===== config.mk =====
export PLATFORM = sky130hd
export DESIGN_NAME = hbmt_table
export DESIGN_NICKNAME = d
export VERILOG_FILES = /design/src/rtl/core/hbmt_pkg.sv /design/src/rtl/core/hbmt_table.sv
export SDC_FILE = /design/constraint.sdc
export NUM_CORES = 2
export LEC_CHECK = 0
export ABC_AREA = 1
export BUFFER_PORTS_ARGS = -buffer_cell sky130_fd_sc_hd__buf_2
export CAP_MARGIN = 10
export CORE_AREA = 8 8 553 555
export DETAILED_ROUTE_END_ITERATION = 10
export DIE_AREA = 0 0 561 563
export SYNTH_ARGS = -nofsm -noshare
export SYNTH_HDL_FRONTEND = slang
export SYNTH_SLANG_ARGS = --single-unit

===== constraint.sdc =====
create_clock -name clk -period 6.7 [get_ports clk]
set_input_delay 0.67 -clock clk [delete_from_list [all_inputs] [get_ports clk]]
set_output_delay 0.67 -clock clk [all_outputs]
set_load 0.02 [all_outputs]

===== src/rtl/core/hbmt_pkg.sv =====
package hbmt_pkg;

    // table geometry
    localparam int TABLE_DEPTH = 32;
    localparam int IDX_W       = (TABLE_DEPTH > 1) ? $clog2(TABLE_DEPTH) : 1;
    localparam int CNT_W       = $clog2(TABLE_DEPTH + 1);

    // fixed field widths
    localparam int ID_W    = 32;
    localparam int PORT_W  = 16;
    localparam int HB_W    = 32;
    localparam int TIME_W  = 32;
    localparam int TMO_W   = 16;
    localparam int COUNT_W = 6;
    localparam int CFG_W   = 32;
    localparam int CFG_IDX_W = 2;

    typedef enum logic {
        OP_REPORT = 1'b0,
        OP_TICK   = 1'b1
    } op_t;

    typedef enum logic [2:0] {
        ST_ADDED     = 3'd0,
        ST_REFRESHED = 3'd1,
        ST_IGNORED   = 3'd2,
        ST_FULL      = 3'd3,
        ST_REMOVED   = 3'd4,
        ST_TICK_DONE = 3'd5
    } status_t;

    typedef enum logic [CFG_IDX_W-1:0] {
        REG_REMOVE_TIMEOUT = 2'd0,
        REG_SELF_ID        = 2'd1,
        REG_SELF_PORT      = 2'd2,
        REG_UNUSED         = 2'd3
    } cfg_reg_t;

    typedef struct packed {
        op_t                operation;
        logic [ID_W-1:0]    member_id;
        logic [PORT_W-1:0]  member_port;
        logic [HB_W-1:0]    member_heartbeat;
        logic [TIME_W-1:0]  current_time;
    } cmd_word_t;

    typedef struct packed {
        status_t             status;
        logic [ID_W-1:0]     entry_id;
        logic [PORT_W-1:0]   entry_port;
        logic [HB_W-1:0]     entry_heartbeat;
        logic [COUNT_W-1:0]  entry_count;
        logic                last;
    } res_word_t;

    // one table row
    typedef struct packed {
        logic [ID_W-1:0]    id;
        logic [PORT_W-1:0]  port;
        logic [HB_W-1:0]    heartbeat;
        logic [TIME_W-1:0]  stamp;
    } entry_t;

    typedef struct packed {
        logic              en;
        logic [IDX_W-1:0]  addr;
        entry_t            data;
    } tbl_wr_t;

    typedef struct packed {
        logic hit;
        logic newer;
        logic expired;
    } cmp_res_t;

endpackage


===== src/rtl/core/hbmt_table.sv =====
module hbmt_table
    import hbmt_pkg::*;
(
    input  logic              clk,
    input  tbl_wr_t           wr,
    input  logic [IDX_W-1:0]  rd_addr,
    output entry_t            rd_data
);

    entry_t mem [TABLE_DEPTH];

    always_ff @(posedge clk)
    begin
        if (wr.en)
        begin
            mem[wr.addr] <= wr.data;
        end
        rd_data <= mem[rd_addr];
    end

endmodule


==> results.md <==
* Cts hold-fix bufs at 0
* Yosys synthesis warning count at 0
* Postcts setup bufs at 0
* Die area at 0.316 mm^2
* Post-CTS sizing at 0
* Final Util at 54.6%
* Final WL at 429 mm
* Max Cap Viol at 0
* Hold slack at 0.205 ns
* Outcome: completed
* Core area at 0.298 mm^2
* Vias in the first global route at 91700
* Area delta synth->final at 12.2%
* Share of post-route cells with drive strength above 1 at ~8.2%
* Vias per cell at 5.87
* Type of the worst min-delay path: in2reg
* H-tree levels at 5
* DRT iter0 DRCs at 11200
* Clk_lat worst skew at 0.95 ns
* CP Launch Type: primary input
* Worst Path Arrival at between 3 and 4 ns
* Setup Skew at 0.0483 ns
* Seq/Total Area, Yosys at between 70% and 80%
* Reg2Reg Capture Point: rd_data[62]
* Hpwl dp at 192 mm
* Slew Viols, Final at 0
* Setup TNS at 0 ns
* LEAKAGE at a little under 60 nW
* FILL cells at between 20000 and 25000
* CTS Buffer Depth at 4
* Wire length of the first global-routing pass at ~620 mm
* Peak supply drop at 0.000291 V
* GPL Wtd Cong at 0.762
* Worst Setup EP: mem[22][101]
* Vias at 94600
* Iteration count of the initial detailed-routing pass at 6
* Syn_area_per_cell at about 12 um^2
* Clock slew at reported path FFs at around 0.060 ns
* CP max-delay cell: nor2_4
* Total Routing Usage GR at 26.4%
* Fin crit share at between 40% and 50%
* Max Clock Freq at between 300 and 400 MHz
* Clock sinks at ~3700
* Worst-case reg-to-reg path depth at 8
* Reg-to-reg startpoint: mem[27][62]
* Final Setup Violations at 0
* Hold Vio Cnt, Final at 0
* CP peak stage delay at 1.21 ns
* Yosys cell types at 12
* Top cells by area, synth: edfxtp_1, nand3_1, nand2_1, buf_2, dfxtp_1
* Syn Std Cell Area at 0.145 mm^2
* Worst slew pin tran at 1.24 ns
* PortBufs at 235
* Critical path cell sequence: buf_2 > inv_1 > nand3_1 > nor2_4 > buf_4
* PD cells at 308 mW/mm^2
* DRC Markers at 0
* RSZ-0062 raised after global routing: false
* Clock root buffer master: clkbuf_16
* Nets@finish at 11900
* Die height at ~560 um
* Area leader, netlist: edfxtp_1
* Num ports at 236
* Setup Crit Path Kind: in2reg
* Top-area cell type share of the netlist area at 74.3%
* Min cycle time layout at approximately 2.9 ns
* Largest net degree at the start of global routing at ~210
* Slew HR at 17.0%
* Post-place setup slack at 2.92 ns
* Total CTS buffers at between 300 and 400
* Syn Inst Count at roughly 12000
* Yosys reg bits at roughly 3700
* WL/cell at ~27 um
* Net Count, Synth at 11900
* Flop-to-flop setup slack at 5.32 ns
* Initial core utilization at approximately half
* Die width at 561 um
* Row cnt at 201
* Design Power at 50.0 mW
* GRT overflow at 0
* Hold path depth at 3
* CTS tree: built
* Crit-path max FO at 27
* Critical Path RT at between 7 and 8 ns
* Worst Setup End Kind: flop
* Crit path from: wr[112]
* Worst setup margin at roughly 3.8 ns
* Antenna Nets Post-Route at 0
* Initial antenna violation count at 53
==> critical path: cells and delay by family <==
kind | cells | cell delay (ns)
buffers and inverters | 3 | 0.85
and+or+nand+nor | 2 | 1.82
==> stage by stage <==
step	instance area, um^2	std cells
3_5_place_dp	150000	15400
5_1_grt	163000	16100
6_report	163000	16100
2_1_floorplan	145000	11800
4_1_cts	162000	16100
3_3_place_gp	150000	15400
==> synth_stat cells <==
master,count
buf_1,74
clkbuf_1,214
inv_1,6
edfxtp_1,3584
inv_2,4
dfxtp_1,112
buf_4,5
buf_2,475
nand3_1,3147
buf_6,1
nand2_1,4146
nor2_1,32
==> state kept, by name (all words and copies together) (netlist names) <==
register  count
mem        3584
rd_data     112
==> cell usage in the layout (no fill, tap or decap), drive strengths merged <==
master / instances
dfxtp: 112
clkbuf: 516
bufinv: 35
inv: 22
nand2: 4146
buf: 391
diode: 26
nor2: 32
clkinv: 132
clkinvlp: 15
edfxtp: 3584
nand3: 3147
==> cells by family after synthesis <==
kind of cell	after synthesis	share of synthesized area (%)
buffers and inverters	779	2.45
DFF	3696	75.9
and+or+nand+nor	7325	21.7
==> worst min-delay path by stage <==
| stage | startpoint | to | slack (ns) |
|---|---|---|---|
| floorplan | mem[4][101] | rd_data[101] | 0.64 |
| global placement | mem[20][81] | rd_data[81] | 0.67 |
| detailed placement | mem[4][73] | rd_data[73] | 0.68 |
| CTS | rd_addr[4] | rd_data[77] | 0.13 |
| global route | rd_addr[4] | rd_data[77] | 0.18 |
| finish | rd_addr[4] | rd_data[77] | 0.20 |
==> power breakdown <==
group	internal, mW	total (mW)	switching, mW
Clock	12.3	21.3	9.04
Combinational	0.687	2.83	2.14
Sequential	25.7	25.8	0.148
Total	38.7	50.0	11.3
==> layout make-up <==
cell class | instances | area [um^2] | share of cell area [%]
multi-input combinational | 7325 | 31700 | 19.5
sequential | 3696 | 110000 | 67.6
antenna | 26 | 65.1 | 0.0400
tap | 3958 | 4950 | 3.05
clock inverter | 194 | 2290 | 1.41
timing repair buffer | 391 | 3270 | 2.01
inverter | 10 | 75.1 | 0.0462
clock buffer | 516 | 10400 | 6.38
==> routing by layer <==
metal,vias up,wire length [um],GRT usage [%]
met5,-,136,0
met4,22,12200,7.48
met3,721,34400,4.27
met2,4276,208000,44.6
met1,47700,174000,35.7
li1,41900,-,-
Note: power is estimated with default switching activity, not from simulation.
