--- src/rtl/core/hbmt_pkg.sv ---
package hbmt_pkg;

    // table geometry
    localparam int TABLE_DEPTH = 32;
    localparam int IDX_W       = (TABLE_DEPTH > 1) ? $clog2(TABLE_DEPTH) : 1;
    localparam int CNT_W       = $clog2(TABLE_DEPTH + 1);

    // fixed field widths
    localparam int ID_W    = 32;
    localparam int PORT_W  = 16;
    localparam int HB_W    = 32;
    localparam int TIME_W  = 32;
    localparam int TMO_W   = 16;
    localparam int COUNT_W = 6;
    localparam int CFG_W   = 32;
    localparam int CFG_IDX_W = 2;

    typedef enum logic {
        OP_REPORT = 1'b0,
        OP_TICK   = 1'b1
    } op_t;

    typedef enum logic [2:0] {
        ST_ADDED     = 3'd0,
        ST_REFRESHED = 3'd1,
        ST_IGNORED   = 3'd2,
        ST_FULL      = 3'd3,
        ST_REMOVED   = 3'd4,
        ST_TICK_DONE = 3'd5
    } status_t;

    typedef enum logic [CFG_IDX_W-1:0] {
        REG_REMOVE_TIMEOUT = 2'd0,
        REG_SELF_ID        = 2'd1,
        REG_SELF_PORT      = 2'd2,
        REG_UNUSED         = 2'd3
    } cfg_reg_t;

    typedef struct packed {
        op_t                operation;
        logic [ID_W-1:0]    member_id;
        logic [PORT_W-1:0]  member_port;
        logic [HB_W-1:0]    member_heartbeat;
        logic [TIME_W-1:0]  current_time;
    } cmd_word_t;

    typedef struct packed {
        status_t             status;
        logic [ID_W-1:0]     entry_id;
        logic [PORT_W-1:0]   entry_port;
        logic [HB_W-1:0]     entry_heartbeat;
        logic [COUNT_W-1:0]  entry_count;
        logic                last;
    } res_word_t;

    // one table row
    typedef struct packed {
        logic [ID_W-1:0]    id;
        logic [PORT_W-1:0]  port;
        logic [HB_W-1:0]    heartbeat;
        logic [TIME_W-1:0]  stamp;
    } entry_t;

    typedef struct packed {
        logic              en;
        logic [IDX_W-1:0]  addr;
        entry_t            data;
    } tbl_wr_t;

    typedef struct packed {
        logic hit;
        logic newer;
        logic expired;
    } cmp_res_t;

endpackage

--- src/rtl/core/hbmt_cmp.sv ---
module hbmt_cmp
    import hbmt_pkg::*;
(
    input  entry_t              entry,
    input  logic [ID_W-1:0]     key_id,
    input  logic [PORT_W-1:0]   key_port,
    input  logic [HB_W-1:0]     heartbeat,
    input  logic [TIME_W-1:0]   now,
    input  logic [TMO_W-1:0]    timeout,
    output cmp_res_t            res
);

    logic [TIME_W-1:0] age;

    // wrapping age
    assign age = now - entry.stamp;

    assign res.hit     = (entry.id == key_id) && (entry.port == key_port);
    assign res.newer   = (entry.heartbeat < heartbeat);
    assign res.expired = (age >= TIME_W'(timeout));

endmodule

--- config.mk ---
export PLATFORM = sky130hd
export DESIGN_NAME = hbmt_cmp
export DESIGN_NICKNAME = d
export VERILOG_FILES = /design/src/rtl/core/hbmt_pkg.sv /design/src/rtl/core/hbmt_cmp.sv
export SDC_FILE = /design/constraint.sdc
export NUM_CORES = 1
export LEC_CHECK = 0
export BUFFER_PORTS_ARGS = -buffer_cell sky130_fd_sc_hd__buf_2
export CAP_MARGIN = 20
export CELL_PAD_IN_SITES_DETAIL_PLACEMENT = 1
export CELL_PAD_IN_SITES_GLOBAL_PLACEMENT = 1
export CORE_MARGIN = 4
export CORE_UTILIZATION = 29
export DETAILED_ROUTE_END_ITERATION = 12
export PLACE_DENSITY_LB_ADDON = 0.1
export SKIP_LAST_GASP = 1
export SYNTH_ARGS = -nofsm -noshare
export SYNTH_HDL_FRONTEND = slang
export SYNTH_SLANG_ARGS = --single-unit
--- constraint.sdc ---
create_clock -name vclk -period 5.7
set_input_delay 1.14 -clock vclk [all_inputs]
set_output_delay 1.14 -clock vclk [all_outputs]
set_load 0.1 [all_outputs]
==> flow_metrics.env, run 1 <==
export IMPL_outcome="finished, violations left"
export IMPL_failed_checks="setup timing"
export IMPL_grt_start_max_net_pins=15
export IMPL_post_synth_cell_area_avg_um2=6.87
export IMPL_grt_usage_pct=18.8
export IMPL_n_antenna_cell=0
export IMPL_design_die_area_um2=14600
export IMPL_timing_worst_slew_pin_value_ns=0.520
export IMPL_layout_cells_non_filler=973
export IMPL_hold_violations=0
export IMPL_fin_crit_sh_pct=104
export IMPL_placement_io_buffers=243
export IMPL_globalRouteOverflowTotal=0
export IMPL_finalWorstPathRequiredPeriod_ns=5.90
export IMPL_floorplan_die_height_um=121
export IMPL_setup_ws_ns=-0.202
export IMPL_design_final_nets=1126
export IMPL_power_leakage_uw=0.00303
export IMPL_start_kind="primary input"
export IMPL_report_final_slew_viol_count=0
export IMPL_n_clock_buffer=0
export IMPL_filler_cell_count=1673
export IMPL_number_of_cells_on_the_worst_hold_path=4
export IMPL_cts_hold_buffers=0
export IMPL_antenna_found_initial=0
export IMPL_ir_drop_mv=0.0463
export IMPL_yosys_top_cells_area="ha_1 (27%), xor2_1 (14%), inv_1 (8.6%)"
export IMPL_syn_to_final_growth_pct=46.3
export IMPL_maxClockFrequency_mhz=169
export IMPL_hold_end="res[1]"
export IMPL_yosys_area_top_type_share_pct=26.5
export IMPL_dp_hpwl_um=13700
export IMPL_grt_pass1_vias=5058
export IMPL_yosysTopAreaCell="ha_1"
export IMPL_hp_start="entry[63]"
export IMPL_setup_viol=1
export IMPL_wirelength_per_cell_um=15.1
export IMPL_postSynthNetCount=855
export IMPL_fin_hold_ws_ns=2.84
export IMPL_ys_warn_count=0
export IMPL_design_portCount=243
export IMPL_numSequentialCells=0
export IMPL_drt_wl_total_um=14700
export IMPL_layout_cells_most_common="buf_2"
export IMPL_postSynthCellCount=536
export IMPL_critPathRequiredTime_ns=4.56
export IMPL_dr_first_iter_drc_count=69
export IMPL_gp_routability_congestion=0.904
export IMPL_grt_first_pass_wirelength_um=23400
export IMPL_setup_crit_path_kind="in -> out"
export IMPL_start_util_pct=30.1
export IMPL_unrepaired_setup_endpoints_after_global_routing="true"
export IMPL_critical_path_arrival_ns=4.76
export IMPL_ff_latch_area_um2=0
export IMPL_fraction_of_layout_cells_with_a_size_suffix_above_1_pct=36.5
export IMPL_netlist_area_um2=3680
export IMPL_drv_max_cap_violation_count=0
export IMPL_placeableCoreArea_um2=12200
export IMPL_drcViolationCount=0
export IMPL_synth_cell_types=48
export IMPL_rows=40
export IMPL_route_vias_total=4841
export IMPL_place_inst=973
export IMPL_timing_slew_headroom_pct=65.1
export IMPL_overall_die_width_um=121
export IMPL_yosysSeqAreaShare_pct=0
export IMPL_hold_path_class="in -> out"
export IMPL_worst_path_max_fanout=3
export IMPL_detail_route_vias_per_cell=4.98
export IMPL_endpoint_kind="output pin"
export IMPL_area_occupied_by_multi_input_gates_um2=3360
export IMPL_final_core_occ_pct=44.1
export IMPL_p_per_area_nw_per_um2=94.8
export IMPL_number_of_nets_with_antenna_violations_after_detailed_routing=0
export IMPL_final_cell_mix="buf_2 (242), inv_1 (83), ha_1 (77), xor2_1 (60), a21oi_1 (40)"
export IMPL_detail_route_first_pass_iterations=4
[cell usage after synthesis (all sizes together), types with 9 or more instances]
cell type  number
inv            84
ha             78
xor2           60
a21oi          42
nor2           32
nand2          29
o21ai          28
a21o           22
nand4          19
nor4           16
nand3          15
xnor2          12
nand2b         10
nor3           10
a211oi          9
a31oi           9
nor2b           9
[what timing repair did]
item,in CTS,in global routing
gates resized for setup,3,3
pin swaps,1,1
setup buffers,0,0
setup endpoints to repair,1,1
[routing by layer]
metal  global-route usage (%)  up-vias  wire length [um]
li1                         -     2444                 -
met1                     20.9     2209              5790
met2                     38.9      178              7730
met3                     2.99       10              1130
met4                    0.779        0                74
met5                        0        -                 0
[worst max-delay path, stage by stage]
cell,delay [ns]
buf_2,0.16
inv_12,0.03
ha_4,0.16
fa_2,0.39
nor2b_2,0.14
o211ai_1,0.16
a21oi_2,0.19
o21ai_1,0.09
o21ai_1,0.18
xor2_1,0.20
ha_1,0.28
o21ai_1,0.14
nor2_1,0.06
a21oi_1,0.13
o2111ai_1,0.15
a2111oi_2,0.22
nor4b_2,0.26
nand4_1,0.14
nor4_2,0.17
nand4_1,0.16
buf_6,0.22
[worst max-delay path by stage]
stage | startpoint | to | slack, ns | cells past startpoint
floorplan | now[0] | res[0] | -0.26 | 19
detailed placement | now[0] | res[0] | -0.40 | 21
CTS | now[0] | res[0] | -0.30 | 21
global route | now[0] | res[0] | -0.55 | 21
global placement | now[0] | res[0] | -0.28 | 21
finish | now[0] | res[0] | -0.20 | 21
[layout make-up]
| type | instances | share of cell area, % |
|---|---|---|
| well taps | 168 | 3.90 |
| repair buffers | 278 | 27.6 |
| multi-input cells | 443 | 62.4 |
| inverters | 84 | 6.09 |
[power breakdown]
part	internal [uW]	switching [uW]	leakage (uW)
Sequential	0	0	0
Combinational	247	264	0.00303
Clock	0	0	0
[logic make-up after synthesis]
| group | after synthesis | synth area share [%] |
|---|---|---|
| AO/OA/AOI/OAI | 142 | 25.1 |
| XOR/XNOR | 72 | 17.1 |
| adder cells (fa/ha/maj) | 79 | 27.1 |
| buffers and inverters | 93 | 9.66 |
| AND/OR/NAND/NOR | 150 | 21.0 |
[through the flow]
step	power, uW	TNS, ns	setup slack (ns)	instance area (um^2)
global route	576	-0.547	-0.547	5390
detailed placement	509	-0.398	-0.398	5360
finish	511	-0.202	-0.202	5390
floorplan	300	-0.259	-0.259	3710
global placement	493	-0.285	-0.285	5360
CTS	514	-0.302	-0.302	5370
Power figures use the tool's default switching activity.
==> inputs of run 2 (changes only) <==
==> constraint.sdc (replaced) <==
create_clock -name vclk -period 5.7
set_input_delay 0 -clock vclk [all_inputs]
set_output_delay 0 -clock vclk [all_outputs]
set_load 0.1 [all_outputs]
==> flow_metrics.env, run 2 (synthesis results as in run 1) <==
export IMPL_outcome="complete, no violations"
export IMPL_design_final_nets=1091
export IMPL_post_cts_setup_buffers=0
export IMPL_fin_crit_sh_pct=73.7
export IMPL_p_per_area_nw_per_um2=92.2
export IMPL_placeableCoreArea_um2=12200
export IMPL_setup_viol=0
export IMPL_dp_hpwl_um=13300
export IMPL_n_antenna_cell=0
export IMPL_route_met2_wl_um=7290
export IMPL_placed_cell_area_um2=5070
export IMPL_route_vias_total=4683
export IMPL_detail_route_first_pass_iterations=4
export IMPL_final_cell_mix="buf_2 (243), inv_1 (84), ha_1 (78), xor2_1 (60), a21oi_1 (41)"
export IMPL_dr_first_iter_drc_count=105
export IMPL_power_leakage_uw=0.00285
export IMPL_wirelength_per_cell_um=15.2
export IMPL_design_die_area_um2=14600
export IMPL_layout_cells_most_common="buf_2"
export IMPL_worst_path_buf_inv=2
export IMPL_globalRouteOverflowTotal=0
export IMPL_ir_drop_mv=0.0460
export IMPL_report_final_slew_viol_count=0
export IMPL_critical_path_max_stage_delay_ns=0.42
export IMPL_overall_die_width_um=121
export IMPL_fraction_of_layout_cells_with_a_size_suffix_above_1_pct=32.6
export IMPL_grt_pass1_vias=4951
export IMPL_critPathRequiredTime_ns=5.70
export IMPL_drv_max_cap_violation_count=0
export IMPL_start_kind="primary input"
export IMPL_worst_path_max_fanout=3
export IMPL_gp_routability_congestion=0.871
export IMPL_hold_violations=0
export IMPL_cts_hold_buffers=0
export IMPL_grt_start_max_net_pins=15
export IMPL_critical_path_startpoint="entry[0]"
export IMPL_grt_first_pass_wirelength_um=22800
export IMPL_setup_crit_path_kind="in -> out"
export IMPL_hold_path_class="in -> out"
export IMPL_start_util_pct=30.1
export IMPL_placement_io_buffers=243
export IMPL_antenna_found_initial=0
export IMPL_finalSetupTns_ns=0
export IMPL_rows=40
export IMPL_n_clock_buffer=0
export IMPL_finalWorstPathRequiredPeriod_ns=4.20
export IMPL_met3WireLength_um=1060
export IMPL_maxClockFrequency_mhz=238
export IMPL_endpoint_kind="output pin"
export IMPL_layout_cell_area_non_filler_um2=5070
export IMPL_critical_path_top_delay_family="compound AO/OA/AOI/OAI gates"
export IMPL_cp_slowest_cell="fa_1"
export IMPL_drt_wl_total_um=14300
export IMPL_hp_start="entry[63]"
export IMPL_critical_path_most_common_cell="o21ai_0"
export IMPL_numSequentialCells=0
export IMPL_drcViolationCount=0
export IMPL_ff_latch_area_um2=0
export IMPL_cp_cell_sequence="buf_2 -> ha_1 -> fa_1 -> nor2b_1 -> o211ai_1 -> a21oi_1 -> o21ai_0 -> o21ai_0 -> xor2_1 -> ha_1 -> o21ai_0 -> nor2_1 -> a21oi_1 -> o2111ai_1 -> a2111oi_2 -> nor4b_2 -> nand4_1 -> nor4_1 -> nand4_1 -> buf_2"
export IMPL_design_portCount=243
export IMPL_number_of_nets_with_antenna_violations_after_detailed_routing=0
export IMPL_syn_to_final_growth_pct=37.7
export IMPL_timing_slew_headroom_pct=57.6
export IMPL_timing_worst_slew_pin_value_ns=0.630
export IMPL_highest_signal_layer="met4"
export IMPL_fin_total_pwr_uw=467
export IMPL_unrepaired_setup_endpoints_after_global_routing="false"
export IMPL_grt_usage_pct=18.3
export IMPL_critical_path_arrival_ns=4.20
export IMPL_floorplan_die_height_um=121
export IMPL_detail_route_vias_per_cell=4.99
export IMPL_cts_resized=0
export IMPL_met1_length_um=5790
export IMPL_fin_hold_ws_ns=0.566
==> run 2: area by class of cell <==
cell class	instances	area, um^2
repair buffers	243	1220
fillers	1706	7150
multi-input cells	443	3320
well taps	168	210
inverters	84	315
==> run 2: final timing paths <==
kind	to	slack, ns	cells after the start
min	res[1]	0.57	4
max	res[0]	1.50	20
==> run 2: tightest hold or removal path, cell delays in order <==
cell    delay (ns)
buf_2         0.08
ha_1          0.13
nor3_1        0.06
buf_2         0.29
==> run 2: metrics by stage <==
stage,utilization [%],cells,setup slack [ns]
3_5_place_dp,41.5,938,1.50
4_1_cts,41.5,938,1.47
6_report,41.5,938,1.50
2_1_floorplan,-,536,1.74
3_3_place_gp,41.5,938,1.69
5_1_grt,41.5,938,1.17
==> run 2: where the power goes <==
group          switching (uW)  internal (uW)  total [uW]
Clock                       0              0           0
Sequential                  0              0           0
Combinational             252            215         467
==> run 2: per-layer routing <==
layer,vias up,global-route usage [%]
li1,2375,-
met1,2116,20.9
met2,181,36.6
met3,11,2.76
met4,0,1.84
met5,-,0
==> inputs of run 3 (changes only) <==
==> constraint.sdc (replaced) <==
create_clock -name vclk -period 4.3
set_input_delay 0 -clock vclk [all_inputs]
set_output_delay 0 -clock vclk [all_outputs]
set_load 0.1 [all_outputs]
==> flow_metrics.env, run 3 (synthesis results as in run 1) <==
export IMPL_layout_cells_most_common="buf_2"
export IMPL_finalWorstPathRequiredPeriod_ns=3.83
export IMPL_grt_first_pass_wirelength_um=23000
export IMPL_rows=40
export IMPL_start_util_pct=30.1
export IMPL_fin_crit_sh_pct=89.1
export IMPL_route_vias_total=4694
export IMPL_detail_route_vias_per_cell=4.99
export IMPL_report_final_slew_viol_count=0
export IMPL_number_of_cells_on_the_worst_hold_path=4
export IMPL_worst_path_max_fanout=3
export IMPL_dp_hpwl_um=13300
export IMPL_finalSetupTns_ns=0
export IMPL_filler_cell_count=1712
export IMPL_number_of_nets_with_antenna_violations_after_detailed_routing=0
export IMPL_drcViolationCount=0
export IMPL_drt_wl_total_um=14400
export IMPL_p_per_area_nw_per_um2=122
export IMPL_fin_hold_ws_ns=0.568
export IMPL_placement_io_buffers=243
export IMPL_drv_max_cap_violation_count=0
export IMPL_start_kind="primary input"
export IMPL_overall_die_width_um=121
export IMPL_worst_setup_timing_slack_at_the_placement_stage_ns=0.137
export IMPL_design_die_area_um2=14600
export IMPL_outcome="complete, no violations"
export IMPL_hold_violations=0
export IMPL_design_final_nets=1093
export IMPL_numSequentialCells=0
export IMPL_setup_crit_path_kind="in -> out"
export IMPL_cts_hold_buffers=0
export IMPL_dr_first_iter_drc_count=87
export IMPL_timing_worst_slew_pin_value_ns=0.573
export IMPL_grt_pass1_vias=4915
export IMPL_maxClockFrequency_mhz=261
export IMPL_setup_ws_ns=0.467
export IMPL_n_clock_buffer=0
export IMPL_placed_cell_area_um2=5070
export IMPL_syn_to_final_growth_pct=38.8
export IMPL_n_antenna_cell=0
export IMPL_design_portCount=243
export IMPL_setup_viol=0
export IMPL_antenna_found_initial=0
export IMPL_placeableCoreArea_um2=12200
export IMPL_critical_path_arrival_ns=3.83
export IMPL_grt_start_max_net_pins=15
export IMPL_grt_usage_pct=18.6
export IMPL_fraction_of_layout_cells_with_a_size_suffix_above_1_pct=33.2
export IMPL_ir_drop_mv=0.0684
export IMPL_final_cell_mix="buf_2 (242), inv_1 (84), ha_1 (78), xor2_1 (60), a21oi_1 (40)"
export IMPL_timing_slew_headroom_pct=61.4
export IMPL_gp_routability_congestion=0.872
export IMPL_endpoint_kind="output pin"
export IMPL_detail_route_first_pass_iterations=4
export IMPL_wirelength_per_cell_um=15.3
export IMPL_floorplan_die_height_um=121
export IMPL_globalRouteOverflowTotal=0
export IMPL_layout_cell_area_non_filler_um2=5110
export IMPL_unrepaired_setup_endpoints_after_global_routing="false"
export IMPL_power_leakage_uw=0.00287
export IMPL_ff_latch_area_um2=0
export IMPL_fin_total_pwr_uw=622
export IMPL_hold_path_class="in -> out"
export IMPL_critPathRequiredTime_ns=4.30
## run 3: cell count changes in the layout (fill, tap and decap cells not counted), sizes merged
cell and change:
buf +2
## run 3: critical path, cell delays in order
cell,delay (ns)
buf_2,0.10
ha_1,0.21
fa_1,0.42
nor2b_2,0.15
o211ai_1,0.21
a21oi_2,0.26
o21ai_0,0.12
o21ai_1,0.17
xor2_1,0.16
ha_1,0.26
o21ai_0,0.17
nor2_1,0.06
a21oi_1,0.12
o2111ai_1,0.14
a2111oi_2,0.26
nor4b_2,0.26
nand4_1,0.12
nor4_2,0.19
nand4_1,0.21
buf_12,0.23
## run 3: repair_timing
action | 4_1_cts | 5_1_grt
resized for setup | 0 | 9
setup buffers | 0 | 1
setup endpoints to repair | 0 | 1
## run 3: power breakdown
part / switching (uW) / internal, uW / total, uW / leakage [uW]
sequential: 0 / 0 / 0 / 0
combinational: 335 / 287 / 622 / 0.00287
clock: 0 / 0 / 0 / 0
total: 335 / 287 / 622 / 0.00287
## run 3: final timing paths
path	startpoint	slack, ns	to
worst max-delay path	entry[0]	0.47	res[0]
worst min-delay path	entry[63]	0.57	res[1]
## run 3: final cells by class
type,instances,area [um^2],area share [%]
tap,168,210,4.11
inverter,84,315,6.17
timing repair buffer,245,1250,24.4
multi-input combinational,443,3340,65.3
## run 3: through the flow
step	util [%]	cells
after floorplan	-	536
after global placement	41.5	939
after detailed placement	41.5	939
after CTS	41.5	939
after global routing	41.8	940
final	41.8	940
## run 3: routing by layer
layer	vias up	GRT usage, %	part of all wire, %
li1	2381	-	-
met3	8	3.23	7.8
met2	188	36.7	52
met1	2117	21.7	40
met4	0	1.06	0.65
met5	-	0	0
